--- src/design/top_k_index_select_macros.svh ---
// Assertion macros shared by the top-k index selection design.
// Each macro expects a signal named clk in the enclosing module; TKIS_ASSERT also expects rst_n.
`ifndef TOP_K_INDEX_SELECT_MACROS_SVH
`define TOP_K_INDEX_SELECT_MACROS_SVH

// Checked on every clock edge outside reset.
`define TKIS_ASSERT(lbl, prop, msg) \
  lbl: assert property (@(posedge clk) disable iff (!rst_n) (prop)) \
    else $error(msg);

// Checked on every clock edge, reset included.
`define TKIS_ASSERT_RST(lbl, prop, msg) \
  lbl: assert property (@(posedge clk) (prop)) else $error(msg);

`endif

--- src/design/tkis_pkg.sv ---
`timescale 1ns / 1ps
`default_nettype none

package tkis_pkg;

  // Depth of the kept list and the stream length that can be numbered.
  localparam int MAX_K     = 16;
  localparam int MAX_ITEMS = 65536;

  // Field widths.
  localparam int SCORE_W = 32;
  localparam int POS_W   = 16;
  localparam int TC_W    = 5;

  // The arrival counter saturates at LIMIT.
  localparam int POS_SPACE = 65536;
  localparam int LIMIT     = (MAX_ITEMS < POS_SPACE) ? MAX_ITEMS : POS_SPACE;
  localparam int CNT_W     = $clog2(LIMIT + 1);

  // Width of a count of reported positions, 0 to MAX_K.
  localparam int RW = $clog2(MAX_K + 1);

  // Reset value of top_count.
  localparam logic [TC_W-1:0] TOP_COUNT_RESET = TC_W'(5);

  // One kept entry of the list.
  typedef struct packed {
    logic                      valid;
    logic signed [SCORE_W-1:0] score;
    logic [POS_W-1:0]          pos;
  } entry_t;

  // What a cell hands to its lower neighbour: its entry and whether it takes the new score.
  typedef struct packed {
    entry_t ent;
    logic   take;
  } link_t;

endpackage

`default_nettype wire

--- src/design/tkis_cell.sv ---
`timescale 1ns / 1ps
`default_nettype none

module tkis_cell (
  input  logic            clk,
  input  logic            rst_n,
  input  logic            ins_en,
  input  logic            clr,
  input  tkis_pkg::entry_t new_ent,
  input  tkis_pkg::link_t  prev_i,
  output tkis_pkg::link_t  link_o,
  output tkis_pkg::entry_t nxt_o
);
  import tkis_pkg::*;

  logic                      valid_r;
  logic signed [SCORE_W-1:0] score_r;
  logic [POS_W-1:0]          pos_r;
  entry_t                    cur;
  entry_t                    ent_nxt;
  logic                      take;

  assign cur = '{valid: valid_r, score: score_r, pos: pos_r};

  // An empty slot, or one holding a strictly lower score, yields to the new score.
  assign take = !valid_r || ($signed(new_ent.score) > $signed(score_r));

  // The cell above taking means everything from here down moves one place lower.
  always_comb begin
    ent_nxt = cur;
    if (ins_en && prev_i.take) begin
      ent_nxt = prev_i.ent;
    end else if (ins_en && take) begin
      ent_nxt = new_ent;
    end
  end

  assign link_o = '{ent: cur, take: take};
  assign nxt_o  = ent_nxt;

  // Valid bit: cleared by reset and at the end of every stream.
  always_ff @(posedge clk) begin
    if (!rst_n) begin
      valid_r <= 1'b0;
    end else if (clr) begin
      valid_r <= 1'b0;
    end else begin
      valid_r <= ent_nxt.valid;
    end
  end

  // Payload of the slot.
  always_ff @(posedge clk) begin
    score_r <= ent_nxt.score;
    pos_r   <= ent_nxt.pos;
  end

endmodule

`default_nettype wire

--- src/design/tkis_drain.sv ---
`timescale 1ns / 1ps
`default_nettype none
`include "top_k_index_select_macros.svh"

module tkis_drain (
  input  logic                                   clk,
  input  logic                                   rst_n,
  input  logic                                   load_i,
  input  tkis_pkg::entry_t [tkis_pkg::MAX_K-1:0] snap_i,
  input  logic [tkis_pkg::RW-1:0]                want_i,
  input  logic                                   ovf_i,
  input  logic                                   out_tready,
  output logic                                   out_tvalid,
  output logic [15:0]                            out_tdata,  // position
  output logic                                   out_tlast,  // final_result
  output logic                                   out_tuser,  // stream_too_long
  output logic                                   free_o
);
  import tkis_pkg::*;

  logic [MAX_K-1:0]            d_valid_r, d_valid_nxt;
  logic [MAX_K-1:0][POS_W-1:0] d_pos_r, d_pos_nxt;
  logic [RW-1:0]               rem_r, rem_nxt;
  logic                        ovf_r, ovf_nxt;
  logic [MAX_K:0]              vext;
  logic [MAX_K:0][POS_W-1:0]   pext;
  logic                        busy;
  logic                        fin;
  logic                        pop;

  assign vext = {1'b0, d_valid_r};
  assign pext = {POS_W'(0), d_pos_r};

  // The head cell is shown while positions remain to be reported.
  assign busy = d_valid_r[0] && (rem_r != '0);
  assign fin  = (rem_r == RW'(1)) || !vext[1];
  assign pop  = busy && out_tready;

  // A new report may be loaded once the present one has gone or goes now.
  assign free_o = !busy || (pop && fin);

  // Each transfer moves the row of cells one place towards the head.
  always_comb begin
    d_valid_nxt = d_valid_r;
    d_pos_nxt   = d_pos_r;
    rem_nxt     = rem_r;
    ovf_nxt     = ovf_r;
    if (pop) begin
      d_valid_nxt = vext[MAX_K:1];
      d_pos_nxt   = pext[MAX_K:1];
      rem_nxt     = rem_r - RW'(1);
    end
    if (load_i) begin
      for (int i = 0; i < MAX_K; i++) begin
        d_valid_nxt[i] = snap_i[i].valid;
        d_pos_nxt[i]   = snap_i[i].pos;
      end
      rem_nxt = want_i;
      ovf_nxt = ovf_i;
    end
  end

  // Control state.
  always_ff @(posedge clk) begin
    if (!rst_n) begin
      d_valid_r <= '0;
      rem_r     <= '0;
    end else begin
      d_valid_r <= d_valid_nxt;
      rem_r     <= rem_nxt;
    end
  end

  // Payload.
  always_ff @(posedge clk) begin
    d_pos_r <= d_pos_nxt;
    ovf_r   <= ovf_nxt;
  end

  assign out_tvalid = busy;
  assign out_tdata  = d_pos_r[0];
  assign out_tlast  = fin;
  assign out_tuser  = ovf_r;

  `TKIS_ASSERT(a_load_when_free, !(load_i && !free_o), "report loaded over an unfinished one")
  `TKIS_ASSERT(a_drain_prefix, ((d_valid_r >> 1) & ~d_valid_r) == '0, "drain cells not a prefix")
  `TKIS_ASSERT_RST(a_reset_idle, !rst_n |=> !out_tvalid, "result shown after reset")

endmodule

`default_nettype wire

--- src/design/top_k_index_select.sv ---
// Top-k index selection: one score transfer per cycle, inserted into a sorted row of cells.
// The first position of a report is offered in the cycle after the last score's transfer.
// Throughput: one score per cycle; a report gives one position per cycle with out_tready high.
// A last score waits while an earlier report is still draining; other scores never wait.
// Reset (synchronous, rst_n low) empties the list and the drain, zeroes the counter and
// sets top_count to 5.
`timescale 1ns / 1ps
`default_nettype none
`include "top_k_index_select_macros.svh"

module top_k_index_select (
  input  logic                      clk,
  input  logic                      rst_n,
  input  logic                      cfg_wr_en,
  input  logic [tkis_pkg::TC_W-1:0] cfg_wr_data,  // top_count
  input  logic                      in_tvalid,
  output logic                      in_tready,
  input  logic [31:0]               in_tdata,     // score
  input  logic                      in_tlast,     // end_of_stream
  output logic                      out_tvalid,
  input  logic                      out_tready,
  output logic [15:0]               out_tdata,    // position
  output logic                      out_tlast,    // final_result
  output logic                      out_tuser     // stream_too_long
);
  import tkis_pkg::*;

  logic [TC_W-1:0]         top_count_r;
  logic [CNT_W-1:0]        cnt_r, cnt_nxt;
  logic                    ovf_r, ovf_nxt;
  logic                    in_xfer;
  logic                    ranked;
  logic                    last_xfer;
  logic                    drain_free;
  logic [RW-1:0]           want;
  entry_t                  new_ent;
  link_t [MAX_K:0]         chain;
  entry_t [MAX_K-1:0]      snap;
  logic [MAX_K-1:0]        cell_valid;

  // Configuration register.
  always_ff @(posedge clk) begin
    if (!rst_n) begin
      top_count_r <= TOP_COUNT_RESET;
    end else if (cfg_wr_en) begin
      top_count_r <= cfg_wr_data;
    end
  end

  // A last score is only taken when the drain can accept its report.
  assign in_tready = !in_tlast || drain_free;
  assign in_xfer   = in_tvalid && in_tready;
  assign last_xfer = in_xfer && in_tlast;
  assign ranked    = (cnt_r != CNT_W'(LIMIT));

  assign new_ent = '{valid: 1'b1, score: $signed(in_tdata), pos: POS_W'(cnt_r)};

  // Arrival counter and long-stream flag.
  always_comb begin
    cnt_nxt = cnt_r;
    ovf_nxt = ovf_r;
    if (in_xfer) begin
      if (ranked) begin
        cnt_nxt = cnt_r + CNT_W'(1);
      end else begin
        ovf_nxt = 1'b1;
      end
    end
  end

  always_ff @(posedge clk) begin
    if (!rst_n) begin
      cnt_r <= '0;
      ovf_r <= 1'b0;
    end else if (last_xfer) begin
      cnt_r <= '0;
      ovf_r <= 1'b0;
    end else begin
      cnt_r <= cnt_nxt;
      ovf_r <= ovf_nxt;
    end
  end

  // Row of insertion cells, best score in cell 0.
  assign chain[0] = '0;

  for (genvar g = 0; g < MAX_K; g++) begin : g_cell
    tkis_cell u_cell (
      .clk     (clk),
      .rst_n   (rst_n),
      .ins_en  (in_xfer && ranked),
      .clr     (last_xfer),
      .new_ent (new_ent),
      .prev_i  (chain[g]),
      .link_o  (chain[g+1]),
      .nxt_o   (snap[g])
    );
    assign cell_valid[g] = chain[g+1].ent.valid;
  end

  // Number of positions to report, limited to the depth of the list.
  always_comb begin
    if (32'(top_count_r) > MAX_K) begin
      want = RW'(MAX_K);
    end else begin
      want = RW'(top_count_r);
    end
  end

  // Report drain, loaded with the list as it stands after the last score.
  tkis_drain u_drain (
    .clk        (clk),
    .rst_n      (rst_n),
    .load_i     (last_xfer),
    .snap_i     (snap),
    .want_i     (want),
    .ovf_i      (ovf_nxt),
    .out_tready (out_tready),
    .out_tvalid (out_tvalid),
    .out_tdata  (out_tdata),
    .out_tlast  (out_tlast),
    .out_tuser  (out_tuser),
    .free_o     (drain_free)
  );

  `TKIS_ASSERT(a_list_prefix, ((cell_valid >> 1) & ~cell_valid) == '0, "kept list not a prefix")
  `TKIS_ASSERT(a_cnt_limit, cnt_r <= CNT_W'(LIMIT), "arrival counter beyond its limit")

endmodule

`default_nettype wire

--- config.mk ---
export PLATFORM = sky130hd
export DESIGN_NAME = top_k_index_select
export DESIGN_NICKNAME = d
export VERILOG_FILES = /design/src/design/tkis_pkg.sv /design/src/design/tkis_cell.sv /design/src/design/tkis_drain.sv /design/src/design/top_k_index_select.sv
export VERILOG_INCLUDE_DIRS = /design/src /design/src/design
export SDC_FILE = /design/constraint.sdc
export NUM_CORES = 2
export LEC_CHECK = 0
export BUFFER_PORTS_ARGS = -buffer_cell sky130_fd_sc_hd__buf_4
export CORE_MARGIN = 3
export CORE_UTILIZATION = 28
export DETAILED_ROUTE_END_ITERATION = 10
export GPL_TIMING_DRIVEN = 0
export HOLD_SLACK_MARGIN = 0.12
export PLACE_DENSITY = 0.39
export SLEW_MARGIN = 20
export SYNTH_ARGS = -nofsm -noshare
export SYNTH_HDL_FRONTEND = slang
export SYNTH_SLANG_ARGS = --single-unit
--- constraint.sdc ---
create_clock -name clk -period 21.2 [get_ports clk]
set_input_delay 2.12 -clock clk [delete_from_list [all_inputs] [get_ports clk]]
set_output_delay 2.12 -clock clk [all_outputs]
set_load 0.05 [all_outputs]
==> metrics.txt <==
status finished clean; H-tree depth 4; Netlist cell types 81; startpoint types primary input; first-pass GRT wire length 322000 um; final net count 6293; vias in the first global route 45000; fin. max-slew vios 0; drt first pass iters 6; Num CTS Buffers 141; Ys Warns 0; main combinational cell family by area after synthesis compound AO/OA/AOI/OAI gates; Top Ports 63; pin count of the biggest net entering global routing 51; power density over the cells 87.6 nW/um^2; Resize count post-CTS 0; worst hold slack 0.483 ns; Worst Setup End Kind flop; EDFF count, synth 769; clock sink count 1085; DRC viols 0; Max Cap Viol 0; RD Place Congestion 0.844; initial antenna violation count 15; slew at the pin with the worst max-slew slack 1.18 ns; worst-path fanout max 32; height of the die 463 um; fin crit share 0.362; Area growth syn-to-layout 14.8%; Synth Flop Type edfxtp_1; cell count after synthesis 5521; CP required 21.73 ns; Pleak 26.7 nW; drt total wl 224000 um; Worst Skew 0.0375 ns; area of the core 206000 um^2; worst hold path class reg2reg; port bufs 61; Worst Path Arrival 8.21 ns; final setup vio count 0; asr flop ratio synth 0; sequential share of the synthesized area 0.504; Syn Nets 6081; RSZ-0062 raised after global routing false; iteration-0 DRC count of the detailed router 3756; die area 214000 um^2; Worst VDD drop 0.0000583 V; setup bufs post-CTS 0; #FFs+latches synth 1085; hpwl dp 164000 um; final hold viol count 0; most frequent cells in the layout 769 x edfxtp_1, 551 x inv_1, 517 x ha_1, 514 x nand2_1, 486 x a22o_1; mux cell area share after synthesis 0.0202; XOR/XNOR share of the synthesized area 0.00285; clk slew on worst S/H paths 0.06 ns; hold_buf cts 0; Wirelength per Cell 26.0 um; GRT Total Usage 0.203; layout cells sized above 1 0.0854; Adder-Cell Fraction of Synth Area 0.111; CTS tree built; Min Clock Period, post-route 7.67 ns; f_max 130 MHz; via/cell ratio 5.30; CTS Buffer Depth 3; Post-Syn Area 58400 um^2; Routed Antenna Nets 0; grt ovf 0; die width 463 um; Rel. slew slack 0.216; mean post-synth cell area 10.6 um^2; effective utilization at floorplan 0.283; commonest non-fill, non-tap cell in the layout edfxtp_1; setup TNS 0 ns; Vias 45700; latest clock arrival within the worst-skew pair 0.80 ns; root buffer cell clkbuf_16; critical path class in2reg; simple-gate share of the synthesized area 0.0899; post-synthesis compound-gate area fraction 0.208; std cell rows 166
==> where the power goes <==
part	switching (mW)	internal, mW	total, mW	leakage, nW
clock network	1.01	1.37	2.38	2.17
registers	0.138	2.50	2.64	10.3
logic	0.538	0.311	0.849	14.2
total	1.69	4.18	5.87	26.7
==> metrics by stage <==
stage | total power [mW] | area (um^2) | worst slack [ns] | cells | utilization
after floorplan | 3.18 | 58400 | 11.48 | 5521 | -
after global placement | 3.53 | 62300 | 5.82 | 8354 | 0.302
after detailed placement | 3.52 | 62600 | 12.58 | 8362 | 0.304
after CTS | 5.93 | 67000 | 13.46 | 8618 | 0.325
after global routing | 6.13 | 67000 | 13.36 | 8621 | 0.325
final | 5.87 | 67000 | 13.53 | 8623 | 0.325
==> layer usage <==
| layer | track usage | vias up | wire [um] |
|---|---|---|---|
| met2 | 0.314 | 1330 | 98000 |
| met4 | 0.0605 | 2 | 6240 |
| li1 | - | 21200 | - |
| met3 | 0.0263 | 289 | 11400 |
| met5 | 0 | - | 19 |
| met1 | 0.293 | 22900 | 108000 |
==> synth_stat cells, drive strengths merged, types with 18 or more instances <==
cell     count  share of area
edfxtp     769           0.40
inv        558          0.036
ha         517           0.11
nand2      516          0.033
a22o       486          0.073
a21oi      377          0.033
dfxtp      316           0.11
nor2       275          0.018
clkbuf     231          0.015
o21ai      176          0.015
buf        156          0.014
o22ai      138          0.015
nand4       98          0.010
mux2        73          0.014
a22oi       70         0.0090
a32oi       70          0.010
nand3       67         0.0057
a21o        52         0.0067
o221ai      49         0.0073
a211oi      48         0.0062
a221oi      48         0.0072
o211ai      45         0.0058
nor3        43         0.0039
mux2i       36         0.0062
nor2b       33         0.0035
and3        31         0.0033
a221o       25         0.0043
nor4        22         0.0025
a2bb2oi     18         0.0027
==> critical path, stage by stage <==
cell and delay [ns]:
buf_4 0.14, clkbuf_1 0.23, clkbuf_1 0.41, inv_1 0.85, ha_1 0.28, nor2b_1 0.05
o211ai_1 0.15, a21boi_1 0.09, o41ai_1 1.01, nand4_1 0.42, a31oi_1 0.70, buf_2 0.42
nor2_1 0.14, buf_2 0.33, buf_2 0.29, buf_12 0.20, a22o_1 0.25
==> cell type report <==
class / count / area [um^2]
Inverter: 559 / 2100
Antenna cell: 5 / 12.5
Multi-Input combinational cell: 3490 / 25200
Sequential cell: 1085 / 29400
Tap cell: 2772 / 3470
Clock buffer: 192 / 3860
Timing Repair Buffer: 69 / 648
Clock inverter: 64 / 581
Buffer: 387 / 1710
Fill cell: 21100 / 139000
==> flip-flops by register name (all words and copies together), names as in the netlist <==
signal / cells
cnt_r: 17
top_count_r: 5
g_cell.u_cell.valid_r: 16
u_drain.rem_r: 5
u_drain.out_tuser: 1
ovf_r: 1
u_drain.out_tdata: 16
g_cell.u_cell.score_r: 512
u_drain.d_valid_r: 16
u_drain.d_pos_r: 240
g_cell.u_cell.pos_r: 256
==> cells by family (layout without fill, tap and decap cells) <==
family / after synthesis / after routing
other: 0 / 5
adders and majority gates: 517 / 517
AOI/OAI and AO/OA: 1683 / 1683
and+or+nand+nor: 1162 / 1162
muxes: 109 / 109
buffers and inverters: 946 / 1271
xor gates and xnor gates: 19 / 19
DFF: 1085 / 1085
==> final timing paths <==
kind         slack, ns  cells after the start                                endpoint                              start
max              13.53                     17  g_cell[1].u_cell.score_r[24]$_DFFE_PP_                        in_tdata[0]
min               0.48                      1       g_cell[0].u_cell.pos_r[7]$_DFF_P_  g_cell[0].u_cell.pos_r[7]$_DFF_P_
max reg2reg      15.53                     11  g_cell[6].u_cell.score_r[26]$_DFFE_PP_              cnt_r[0]$_SDFFE_PP0P_
min reg2reg       0.48                      1       g_cell[0].u_cell.pos_r[7]$_DFF_P_  g_cell[0].u_cell.pos_r[7]$_DFF_P_
(Power assumes the default switching activity.)
